[src/rtl/lsnf_pkg.sv]
`timescale 1ns / 1ps
// Shared types, byte class codes and defaults for the longest signed number finder.
// Depends on nothing; every other file in rtl imports it.
package lsnf_pkg;

  // Default capacity of one line in bytes.
  localparam int MAX_CHARS_DEF = 65536;

  // Fixed widths of the result fields.
  localparam int START_OUT_W = 16;
  localparam int LEN_OUT_W   = 17;

  // Byte classes.
  typedef logic [1:0] cls_t;
  localparam cls_t CLS_OTHER = 2'd0;
  localparam cls_t CLS_DIGIT = 2'd1;
  localparam cls_t CLS_SIGN  = 2'd2;
  localparam cls_t CLS_DOT   = 2'd3;

  // One request: a byte of the line and the end-of-line mark.
  typedef struct packed {
    logic [7:0] ch;
    logic       last;
  } in_t;

  // One result per line.
  typedef struct packed {
    logic [START_OUT_W-1:0] best_start;
    logic [LEN_OUT_W-1:0]   best_length;
    logic                   overflow;
  } out_t;

  // Sort a raw byte into one of the four classes.
  function automatic cls_t classify(input logic [7:0] c);
    cls_t r;
    r = CLS_OTHER;
    if (c >= 8'h30 && c <= 8'h39) begin
      r = CLS_DIGIT;
    end else if (c == 8'h2B || c == 8'h2D) begin
      r = CLS_SIGN;
    end else if (c == 8'h2E) begin
      r = CLS_DOT;
    end
    return r;
  endfunction

endpackage

[src/rtl/lsnf_scan.sv]
`timescale 1ns / 1ps
// Input register and per-byte token tracker of the longest signed number finder.
// Depends on lsnf_pkg. Hands the line state to lsnf_close on the last byte.
module lsnf_scan import lsnf_pkg::*; #(
  parameter int MAX_CHARS = MAX_CHARS_DEF,
  localparam int POS_W   = $clog2(MAX_CHARS + 1),
  localparam int START_W = $clog2(MAX_CHARS)
) (
  input  logic               clk,
  input  logic               rst,
  input  logic               in_valid,
  output logic               in_stall,
  input  in_t                in_data,
  output logic               cl_valid,
  input  logic               cl_stall,
  output cls_t               cl_prev_class,
  output logic [START_W-1:0] cl_run_start,
  output logic [POS_W-1:0]   cl_run_length,
  output logic               cl_run_signed,
  output logic [START_W-1:0] cl_held_start,
  output logic [POS_W-1:0]   cl_held_length,
  output logic               cl_held_valid,
  output logic               cl_dot_pending,
  output logic [START_W-1:0] cl_best_start,
  output logic [POS_W-1:0]   cl_best_length,
  output logic               cl_overflow
);

  // Input register.
  logic s1_valid;
  in_t  s1_data;
  logic s1_adv;

  // Line state.
  logic [POS_W-1:0]   position;
  cls_t               prev_class;
  logic [START_W-1:0] run_start;
  logic [POS_W-1:0]   run_length;
  logic               run_signed;
  logic [START_W-1:0] held_start;
  logic [POS_W-1:0]   held_length;
  logic               held_valid;
  logic               dot_pending;
  logic [START_W-1:0] best_start;
  logic [POS_W-1:0]   best_length;
  logic               overflow_flag;

  logic [POS_W-1:0]   position_next;
  cls_t               prev_class_next;
  logic [START_W-1:0] run_start_next;
  logic [POS_W-1:0]   run_length_next;
  logic               run_signed_next;
  logic [START_W-1:0] held_start_next;
  logic [POS_W-1:0]   held_length_next;
  logic               held_valid_next;
  logic               dot_pending_next;
  logic [START_W-1:0] best_start_next;
  logic [POS_W-1:0]   best_length_next;
  logic               overflow_next;

  // Candidate offered by this byte.
  cls_t               cls;
  logic               cand_en;
  logic [START_W-1:0] cand_start;
  logic [POS_W-1:0]   cand_len;

  // A last byte waits while the close stage is stalled; other bytes always move.
  assign s1_adv   = s1_valid && !(s1_data.last && cl_stall);
  assign in_stall = s1_valid && !s1_adv;
  assign cl_valid = s1_valid && s1_data.last;

  always_ff @(posedge clk) begin
    if (rst) begin
      s1_valid <= 1'b0;
    end else if (!in_stall) begin
      s1_valid <= in_valid;
    end
  end

  always_ff @(posedge clk) begin
    if (!in_stall && in_valid) begin
      s1_data <= in_data;
    end
  end

  // Token tracking for one byte; at most one candidate is offered per byte.
  always_comb begin
    cls              = classify(s1_data.ch);
    position_next    = position;
    prev_class_next  = prev_class;
    run_start_next   = run_start;
    run_length_next  = run_length;
    run_signed_next  = run_signed;
    held_start_next  = held_start;
    held_length_next = held_length;
    held_valid_next  = held_valid;
    dot_pending_next = dot_pending;
    overflow_next    = overflow_flag;
    cand_en          = 1'b0;
    cand_start       = run_start;
    cand_len         = POS_W'(run_signed) + run_length;

    if (position >= POS_W'(MAX_CHARS)) begin
      overflow_next = 1'b1;
    end else begin
      position_next   = position + POS_W'(1);
      prev_class_next = cls;
      if (cls == CLS_DIGIT) begin
        if (prev_class != CLS_DIGIT) begin
          run_signed_next  = (prev_class == CLS_SIGN);
          run_start_next   = START_W'(position) - START_W'(prev_class == CLS_SIGN);
          run_length_next  = POS_W'(1);
          dot_pending_next = 1'b0;
        end else begin
          run_length_next = run_length + POS_W'(1);
        end
      end else if (dot_pending) begin
        cand_en          = 1'b1;
        cand_start       = held_start;
        cand_len         = held_length;
        held_valid_next  = 1'b0;
        dot_pending_next = 1'b0;
      end else if (prev_class == CLS_DIGIT) begin
        // A held integer part with its fraction beats the bare fraction run.
        if (held_valid) begin
          cand_en         = 1'b1;
          cand_start      = held_start;
          cand_len        = held_length + POS_W'(1) + run_length;
          held_valid_next = 1'b0;
        end else if (cls != CLS_DOT) begin
          cand_en = 1'b1;
        end
        if (cls == CLS_DOT) begin
          held_start_next  = run_start;
          held_length_next = POS_W'(run_signed) + run_length;
          held_valid_next  = 1'b1;
          dot_pending_next = 1'b1;
        end
      end
    end

    // Later candidates win ties.
    best_start_next  = best_start;
    best_length_next = best_length;
    if (cand_en && cand_len != '0 && cand_len >= best_length) begin
      best_start_next  = cand_start;
      best_length_next = cand_len;
    end
  end

  // State after this byte goes to the close stage at end of line.
  assign cl_prev_class  = prev_class_next;
  assign cl_run_start   = run_start_next;
  assign cl_run_length  = run_length_next;
  assign cl_run_signed  = run_signed_next;
  assign cl_held_start  = held_start_next;
  assign cl_held_length = held_length_next;
  assign cl_held_valid  = held_valid_next;
  assign cl_dot_pending = dot_pending_next;
  assign cl_best_start  = best_start_next;
  assign cl_best_length = best_length_next;
  assign cl_overflow    = overflow_next;

  // State registers; the last byte of a line clears them for the next line.
  always_ff @(posedge clk) begin
    if (rst || (s1_adv && s1_data.last)) begin
      position      <= '0;
      prev_class    <= CLS_OTHER;
      run_start     <= '0;
      run_length    <= '0;
      run_signed    <= 1'b0;
      held_start    <= '0;
      held_length   <= '0;
      held_valid    <= 1'b0;
      dot_pending   <= 1'b0;
      best_start    <= '0;
      best_length   <= '0;
      overflow_flag <= 1'b0;
    end else if (s1_adv) begin
      position      <= position_next;
      prev_class    <= prev_class_next;
      run_start     <= run_start_next;
      run_length    <= run_length_next;
      run_signed    <= run_signed_next;
      held_start    <= held_start_next;
      held_length   <= held_length_next;
      held_valid    <= held_valid_next;
      dot_pending   <= dot_pending_next;
      best_start    <= best_start_next;
      best_length   <= best_length_next;
      overflow_flag <= overflow_next;
    end
  end

endmodule

[src/rtl/lsnf_close.sv]
`timescale 1ns / 1ps
// End-of-line stage and result register of the longest signed number finder.
// Depends on lsnf_pkg. Closes the open token and forms the result.
module lsnf_close import lsnf_pkg::*; #(
  parameter int MAX_CHARS = MAX_CHARS_DEF,
  localparam int POS_W   = $clog2(MAX_CHARS + 1),
  localparam int START_W = $clog2(MAX_CHARS)
) (
  input  logic               clk,
  input  logic               rst,
  input  logic               cl_valid,
  output logic               cl_stall,
  input  cls_t               cl_prev_class,
  input  logic [START_W-1:0] cl_run_start,
  input  logic [POS_W-1:0]   cl_run_length,
  input  logic               cl_run_signed,
  input  logic [START_W-1:0] cl_held_start,
  input  logic [POS_W-1:0]   cl_held_length,
  input  logic               cl_held_valid,
  input  logic               cl_dot_pending,
  input  logic [START_W-1:0] cl_best_start,
  input  logic [POS_W-1:0]   cl_best_length,
  input  logic               cl_overflow,
  output logic               out_valid,
  input  logic               out_stall,
  output out_t               out_data
);

  // Close stage registers.
  logic               cb_valid;
  logic               cb_adv;
  cls_t               prev_class;
  logic [START_W-1:0] run_start;
  logic [POS_W-1:0]   run_length;
  logic               run_signed;
  logic [START_W-1:0] held_start;
  logic [POS_W-1:0]   held_length;
  logic               held_valid;
  logic               dot_pending;
  logic [START_W-1:0] best_start;
  logic [POS_W-1:0]   best_length;
  logic               overflow_flag;

  logic               cand_en;
  logic [START_W-1:0] cand_start;
  logic [POS_W-1:0]   cand_len;
  logic [START_W-1:0] fin_start;
  logic [POS_W-1:0]   fin_len;

  assign cb_adv   = cb_valid && !(out_valid && out_stall);
  assign cl_stall = cb_valid && !cb_adv;

  always_ff @(posedge clk) begin
    if (rst) begin
      cb_valid <= 1'b0;
    end else if (!cl_stall) begin
      cb_valid <= cl_valid;
    end
  end

  always_ff @(posedge clk) begin
    if (cl_valid && !cl_stall) begin
      prev_class    <= cl_prev_class;
      run_start     <= cl_run_start;
      run_length    <= cl_run_length;
      run_signed    <= cl_run_signed;
      held_start    <= cl_held_start;
      held_length   <= cl_held_length;
      held_valid    <= cl_held_valid;
      dot_pending   <= cl_dot_pending;
      best_start    <= cl_best_start;
      best_length   <= cl_best_length;
      overflow_flag <= cl_overflow;
    end
  end

  // End of line acts as a byte of the other class: offer what is still open.
  always_comb begin
    cand_en    = 1'b0;
    cand_start = run_start;
    cand_len   = POS_W'(run_signed) + run_length;
    if (dot_pending) begin
      cand_en    = 1'b1;
      cand_start = held_start;
      cand_len   = held_length;
    end else if (prev_class == CLS_DIGIT) begin
      cand_en = 1'b1;
      if (held_valid) begin
        cand_start = held_start;
        cand_len   = held_length + POS_W'(1) + run_length;
      end
    end
    fin_start = best_start;
    fin_len   = best_length;
    if (cand_en && cand_len != '0 && cand_len >= best_length) begin
      fin_start = cand_start;
      fin_len   = cand_len;
    end
  end

  // Result register.
  always_ff @(posedge clk) begin
    if (rst) begin
      out_valid <= 1'b0;
    end else if (!out_valid || !out_stall) begin
      out_valid <= cb_valid;
    end
  end

  always_ff @(posedge clk) begin
    if (cb_adv) begin
      out_data.best_start  <= (fin_len != '0) ? START_OUT_W'(fin_start) : '0;
      out_data.best_length <= LEN_OUT_W'(fin_len);
      out_data.overflow    <= overflow_flag;
    end
  end

endmodule

[src/rtl/longest_signed_number_finder.sv]
`timescale 1ns / 1ps
// Top level of the longest signed number finder: byte scanner and end-of-line stage.
// Depends on lsnf_pkg, lsnf_scan and lsnf_close.
//
//   Channel  Direction  Handshake            Payload
//   in       request    in_valid / in_stall  in_data   (ch, last)
//   out      result     out_valid/out_stall  out_data  (best_start, best_length, overflow)
//
// One byte is taken every cycle unless in_stall is high; each byte updates the
// line state in the scan stage, right after the input register.
// After the last byte of a line is accepted, the result passes the input
// register, the close stage and then the result register.
// in_stall rises only when a last byte waits behind a full close stage and a
// stalled result. Reset is synchronous and leaves the block empty and idle.
module longest_signed_number_finder import lsnf_pkg::*; #(
  parameter int MAX_CHARS = MAX_CHARS_DEF
) (
  input  logic clk,
  input  logic rst,
  input  logic in_valid,
  output logic in_stall,
  input  in_t  in_data,
  output logic out_valid,
  input  logic out_stall,
  output out_t out_data
);

  localparam int POS_W   = $clog2(MAX_CHARS + 1);
  localparam int START_W = $clog2(MAX_CHARS);

  logic               cl_valid;
  logic               cl_stall;
  cls_t               cl_prev_class;
  logic [START_W-1:0] cl_run_start;
  logic [POS_W-1:0]   cl_run_length;
  logic               cl_run_signed;
  logic [START_W-1:0] cl_held_start;
  logic [POS_W-1:0]   cl_held_length;
  logic               cl_held_valid;
  logic               cl_dot_pending;
  logic [START_W-1:0] cl_best_start;
  logic [POS_W-1:0]   cl_best_length;
  logic               cl_overflow;

  // Per-byte scanner.
  lsnf_scan #(
    .MAX_CHARS(MAX_CHARS)
  ) u_scan (
    .clk           (clk),
    .rst           (rst),
    .in_valid      (in_valid),
    .in_stall      (in_stall),
    .in_data       (in_data),
    .cl_valid      (cl_valid),
    .cl_stall      (cl_stall),
    .cl_prev_class (cl_prev_class),
    .cl_run_start  (cl_run_start),
    .cl_run_length (cl_run_length),
    .cl_run_signed (cl_run_signed),
    .cl_held_start (cl_held_start),
    .cl_held_length(cl_held_length),
    .cl_held_valid (cl_held_valid),
    .cl_dot_pending(cl_dot_pending),
    .cl_best_start (cl_best_start),
    .cl_best_length(cl_best_length),
    .cl_overflow   (cl_overflow)
  );

  // End-of-line stage and result register.
  lsnf_close #(
    .MAX_CHARS(MAX_CHARS)
  ) u_close (
    .clk           (clk),
    .rst           (rst),
    .cl_valid      (cl_valid),
    .cl_stall      (cl_stall),
    .cl_prev_class (cl_prev_class),
    .cl_run_start  (cl_run_start),
    .cl_run_length (cl_run_length),
    .cl_run_signed (cl_run_signed),
    .cl_held_start (cl_held_start),
    .cl_held_length(cl_held_length),
    .cl_held_valid (cl_held_valid),
    .cl_dot_pending(cl_dot_pending),
    .cl_best_start (cl_best_start),
    .cl_best_length(cl_best_length),
    .cl_overflow   (cl_overflow),
    .out_valid     (out_valid),
    .out_stall     (out_stall),
    .out_data      (out_data)
  );

endmodule

[config.mk]
export PLATFORM = sky130hd
export DESIGN_NAME = longest_signed_number_finder
export DESIGN_NICKNAME = d
export VERILOG_FILES = /design/src/rtl/lsnf_pkg.sv /design/src/rtl/lsnf_scan.sv /design/src/rtl/lsnf_close.sv /design/src/rtl/longest_signed_number_finder.sv
export SDC_FILE = /design/constraint.sdc
export NUM_CORES = 1
export LEC_CHECK = 0
export ABC_AREA = 1
export BUFFER_PORTS_ARGS = -buffer_cell sky130_fd_sc_hd__buf_2
export CORE_AREA = 2 2 229 276
export CTS_CLUSTER_DIAMETER = 80
export DETAILED_ROUTE_END_ITERATION = 7
export DIE_AREA = 0 0 231 278
export PLACE_DENSITY = 0.46
export SYNTH_ARGS = -nofsm -noshare
export SYNTH_HDL_FRONTEND = slang
export SYNTH_SLANG_ARGS = --single-unit
[constraint.sdc]
create_clock -name clk -period 4.5 [get_ports clk]
set_clock_uncertainty 0.2 [all_clocks]
set_input_delay 0.225 -clock clk [delete_from_list [all_inputs] [get_ports clk]]
set_output_delay 0.225 -clock clk [all_outputs]
set_load 0.05 [all_outputs]
After elaboration in Yosys (flattened, before gate mapping)
Index checks and enable logic that the tools add are counted.
Storage, ports and cells
  input bits: 13
  register bits: 273
  output and inout port bits: 36
  logic and storage cells: 148
Operators by class
  $add $sub $neg: 9
  bitwise operators: 1
  mux-type cells: 62
  equality and inequality tests: 10
  reductions and logical operators: 30
  magnitude comparators: 5
Operators with widths (number)
  $mux W17: 18
  $mux W16: 18
  $add A17 B1 Y17 const B: 4
  $reduce_bool A17 Y1: 3
  $add A1 B17 Y17: 2
  $add A17 B17 Y17: 2
  $ge A17 B17 Y1: 2
  $eq A8 B6 Y1 const B: 3
  $mux W1: 22
  $ge A17 B17 Y1 const B: 1
  $sub A16 B1 Y16: 1
  $logic_and A1 B1 Y1: 15
  $ge A8 B6 Y1 const B: 1
  $le A8 B6 Y1 const B: 1
  $logic_not A1 Y1: 8
  $mux W2: 4
  $eq A2 B1 Y1 const B: 3
  $eq A2 B2 Y1 const B: 2
  $logic_or A1 B1 Y1: 3
  $ne A2 B1 Y1 const B: 1
  $ne A2 B2 Y1 const B: 1
  $reduce_and A2 Y1: 1
  $not A1 Y1: 1

Logic depth before layout (Yosys ltp)
  depth in word-level cells: 14
  depth in mapped cells: 33
  gate-level depth less buffers: 31

Modules after synthesis
Synthesis repeated with hierarchy kept, for this count alone.
Second synthesis, totals
  cell total of the unflattened synthesis: 2406
  area total of the unflattened synthesis: 17606.9 um2
By module, submodules not included
  lsnf_scan: times used 1, sequential area each 2732.6 um2, area an instance 9984.6 um2, cells an instance 1572
  lsnf_close: times used 1, sequential area each 4214.0 um2, area an instance 7622.3 um2, cells an instance 834

Worst setup path before layout
No wires, ideal clock.
  kind: reg2reg
  start point: register u_close.out_valid
  end point: register u_scan.best_length[10]
  slack: -0.309 ns
  data required time: 4.191 ns
  path buffers: 2
  data arrival time: 4.500 ns
  library setup time: 0.109 ns
  period minus slack after synthesis: 4.809 ns
  stages on the path, launching flop included: 15
  cell sequence: dfxtp_1 > nand2_1 > nor2_1 > inv_1 > o21ai_0 > inv_2 > nand2_1 > inv_1 > nor2_1 > clkinv_1 > clkbuf_1 > clkbuf_1 > a21oi_1 > nand2_1 > inv_1
On the way
  cells in the longest elaborated chain, start to end: 10
RTL lines
  start, declared: line lsnf_close.sv:24  | output logic out_valid,
  start signal, assigned: line lsnf_close.sv:106  | out_valid <= cb_valid;
  $logic_and A1 B1 Y1 *: line lsnf_close.sv:50  | assign cb_adv = cb_valid && !(out_valid && out_stall);
  $logic_not A1 Y1 *: line lsnf_close.sv:50
  $logic_and A1 B1 Y1 *: line lsnf_close.sv:50
  $logic_not A1 Y1 *: line lsnf_close.sv:51  | assign cl_stall = cb_valid && !cb_adv;
  $logic_and A1 B1 Y1 *: line lsnf_close.sv:51
  $logic_and A1 B1 Y1 *: line lsnf_scan.sv:68  | assign s1_adv = s1_valid && !(s1_data.last && cl_stall);
  $logic_not A1 Y1 *: line lsnf_scan.sv:68
  $logic_and A1 B1 Y1 *: line lsnf_scan.sv:68
  $logic_and A1 B1 Y1: line lsnf_scan.sv:166  | if (rst || (s1_adv && s1_data.last)) begin
  $logic_or A1 B1 Y1: line lsnf_scan.sv:166
  end signal, assigned: line lsnf_scan.sv:190  | best_length <= best_length_next;
  end, declared: line lsnf_scan.sv:45  | logic [POS_W-1:0] best_length;
Mark *: on every way between the ends. The rest lies on a longest branch, timed or not.
A chain may end at the register's enable or synchronous reset.

Final worst setup path
  start point: register u_close.held_length[0]
  end point: register, netlist name u_close.out_data[30]
On the way
  cells in the longest elaborated chain, start to end: 10
  elaborated cells on any way between the ends: 12
  those cells by class: 2 x add/sub; 1 x order compare; 5 x mux; 4 x reduce/logical
RTL lines
  start, declared: line lsnf_close.sv:37  | logic [POS_W-1:0] held_length;
  start signal, assigned: line lsnf_close.sv:68  | held_length <= cl_held_length;
  $add A17 B1 Y17: line lsnf_close.sv:90  | cand_len = held_length + POS_W'(1) + run_length;
  $add A17 B17 Y17: line lsnf_close.sv:90
  $mux W17: line lsnf_close.sv:88  | if (held_valid) begin
  $mux W17: line lsnf_close.sv:86  | end else if (prev_class == CLS_DIGIT) begin
  $mux W17 *: line lsnf_close.sv:82  | if (dot_pending) begin
  branches (longest 5 deep; another with $ge A17 B17 Y1)
Mark *: on every way between the ends.

==> summary.md <==
| Metric | Value |
|---|---|
| Gate count of the mapped netlist | 2374 |
| Die H | 278 um |
| Vias | 16200 |
| Final hold vios | 0 |
| Top_reg_cell synth | edfxtp_1 |
| Worst-path clk slew | ~60 ps |
| Post-synth EDFFs | 148 |
| Gp weighted congestion | 0.905 |
| I/O pins | a little under 50 |
| Post-Syn Nets | 2464 |
| Sequential fraction of the synthesis area | between 40% and 50% |
| RSZ-0062 raised after global routing | true |
| Async set-or-reset flop fraction in the synthesized netlist | 0% |
| Crit path time final | roughly 4400 ps |
| Overflow after GRT | 0 |
| Pwr per Cell Area | between 300 and 400 nW/um^2 |
| Max H-tree Level | 2 |
| Slew HR | 33.7% |
| Lkg Pwr | 0.0102 uW |
| First-pass GRT wire length | around 88000 um |
| First DRT Iteration DRCs | 959 |
| Total GRT Usage | 17.6% |
| Flops & latches, synth | roughly 270 |
| Setup TNS | 0 ps |
| Number of global-route vias before repair | approximately 15000 |
| Fmax achieved | 0.225 GHz |
| Core Util, Final | 36.2% |
| First drt pass iteration count | 5 |
| Post-Layout Cell Count | 3455 |
| Setup crit end kind | register |
| Final setup vio count | 0 |
| Syn avg cell area | approximately 7 um^2 |
| Worst path slowest cell | fa_2 |
| Hold WC Path Type | primary input to register |
| WL/cell | 16.7 um |
| Hpwl dp | 42300 um |
| Fillers | 6490 |
| Initial antenna violation count | 0 |
| Yosys warning count | 0 |
| Status | finished, final reports clean |
| Peak supply drop | 0.256 mV |
| Ant. Diodes | 0 |
| Largest net degree at the start of global routing | between 80 and 90 |
| Clock Tree Buf Depth | 3 |
| Final wirelength | 57700 um |
| Yosys top cell area share | 26.1% |
| Critical path data required time | 4630 ps |
| CP max FO | 8 |
| WS Path Type | register to register |
| Root buf cell | clkbuf_16 |
| Initial core utilization | 27.7% |
| Period utilisation layout | 98.8% |
| Die X-Extent | 231 um |
| Worst-Margin Slew | between 900 and 1000 ps |
| Layout cells sized above 1 | roughly a fifth |
| Routed Antenna Nets | 0 |
| Max Slew Vio Count | 0 |
| Buffers on Ports | 48 |
| Hold path cells | 2 |
| TritonCTS clock tree | built |
| CP startpoint kind | register |
| NumNets Final | 2703 |
| Max-cap violations | 0 |
| Commonest cells post-synth | nand2_1 (558), inv_1 (406), nand3_1 (229) |
| Arr. time, crit path | around 4600 ps |
| Mapped Area | 17000 um^2 |
| Unique masters post-synth | 59 |
| CORE AREA | 61600 um^2 |
| Syn-to-layout area delta | 30.8% |
| Placed insts | between 3000 and 4000 |
| # DRC | 0 |
| Crit-path max cell delay | 430 ps |
| Clock Sinks | 273 |
| Area contributors post-synth | edfxtp_1 (26%), dfxtp_1 (15%), nand2_1 (12%), inv_1 (8.9%), nand3_1 (6.7%) |
| Vias per cell | 4.70 |
| R2R depth | 33 |
| Worst-Skew Late Latency | 560 ps |
| Die area | 64200 um^2 |
| Area leader, netlist | edfxtp_1 |
| Site row count | 100 |
| TritonCTS Buffers | 34 |
| Top-count cell post-synth | nand2_1 |
power breakdown:
part           switching [uW]  total [uW]  internal, uW  leakage, uW
clock network            1200        3050          1850     0.000597
logic                     581         935           353      0.00715
registers                50.0        2770          2720      0.00245
total                    1830        6760          4920       0.0102
timing repair:
item	CTS	global route
gates cloned	2	7
hold buffers	13	0
buffers inserted	10	15
pin swaps	23	73
hold endpoints to repair	22	0
gates resized for setup	47	173
endpoints found under the setup margin	82	82
cell families (layout without fill, tap and decap cells):
| logic type | count (synthesis) | count (layout) | synth area share, % |
|---|---|---|---|
| buffers and inverters | 502 | 766 | 11.5 |
| XOR/XNOR | 29 | 29 | 1.49 |
| AND/OR/NAND/NOR | 1091 | 1092 | 27.6 |
| adder cells (fa/ha/maj) | 77 | 77 | 5.75 |
| flip-flops | 273 | 273 | 40.8 |
| AO/OA/AOI/OAI | 402 | 402 | 13.0 |
cells in the final DEF (no fill, tap or decap), types with 8 or more instances in the layout:
cell type | Yosys | final
o22ai_1 | 10 | 10
dlygate4sd3_1 | 0 | 13
a21oi_1 | 156 | 145
nor2_4 | 4 | 11
o21ai_1 | 4 | 8
o211ai_1 | 18 | 18
o21ai_0 | 165 | 154
buf_2 | 16 | 48
nand4_1 | 26 | 26
dfxtp_1 | 125 | 124
nor2_2 | 15 | 31
xor2_1 | 23 | 19
edfxtp_1 | 148 | 148
nor3_1 | 32 | 30
o21ai_2 | 3 | 9
nor2_1 | 183 | 160
inv_1 | 406 | 396
ha_1 | 75 | 42
nand3_1 | 229 | 207
buf_4 | 3 | 212
nand2_2 | 9 | 39
or2_2 | 15 | 15
clkbuf_16 | 0 | 41
ha_4 | 0 | 29
a21oi_2 | 2 | 12
inv_2 | 4 | 12
nand3_2 | 2 | 22
nand2_1 | 558 | 517
o21bai_1 | 9 | 9
final timing paths:
kind	to	startpoint	slack, ps
hold / removal	u_scan.s1_data[1]$_DFFE_PP_	in_data[1]	180
setup reg to reg	u_close.out_data[30]$_SDFFCE_PN0P_	u_close.held_length[0]$_DFFE_PP_	50
setup / recovery	u_close.out_data[30]$_SDFFCE_PN0P_	u_close.held_length[0]$_DFFE_PP_	50
hold reg to reg	u_close.out_data[0]$_DFFE_PP_	u_close.overflow_flag$_DFFE_PP_	220
stage by stage:
step / total power [uW] / cell area, um^2 / hold slack, ps / setup WS (ps)
after CTS: 6750 / 21200 / 149 / -2.85
final: 6760 / 22300 / 180 / 52.6
after global placement: 3620 / 19500 / 201 / -241
after floorplan: 3310 / 17000 / 86.7 / 9.22
after global routing: 7040 / 22300 / 169 / -264
after detailed placement: 3630 / 19500 / 203 / -274
layout make-up:
cell class                      instances  area (um^2)  area share (%)
Tap cell                              816         1020            4.58
Sequential cell                       273         6950            31.2
Timing Repair Buffer                  292         2340            10.5
Multi-Input combinational cell       1600         9170            41.2
Inverter                              412         1560            7.00
Clock inverter                         21          353            1.58
Clock buffer                           41          887            3.98
state kept, by name, summed over array words and instances (netlist names), 2 cells and up:
register,count
u_close.best_length,17
u_scan.prev_class,2
u_close.held_length,17
u_scan.held_length,17
u_close.prev_class,2
u_scan.best_length,17
u_close.run_start,16
u_scan.s1_data,9
u_close.out_data,34
u_scan.run_start,16
u_scan.best_start,16
u_close.run_length,17
u_close.best_start,16
u_close.held_start,16
u_scan.held_start,16
u_scan.run_length,17
u_scan.position,17
critical path, delay by kind of cell (launching register included):
family / cells / cell delay, ps
buffers and inverters: 7 / 730
AND/OR/NAND/NOR: 19 / 1540
flip-flops: 1 / 400
adder cells (fa/ha/maj): 3 / 810
AO/OA/AOI/OAI: 4 / 500
per-layer routing:
layer  track usage, %  vias up  share of wire (%)
li1                 -     8202                  -
met1             24.2     7604                 47
met2             28.7      350                 47
met3             1.53       82                3.5
met4             6.17        0                3.0
met5                0        -                  0
(Power assumes the default switching activity.)
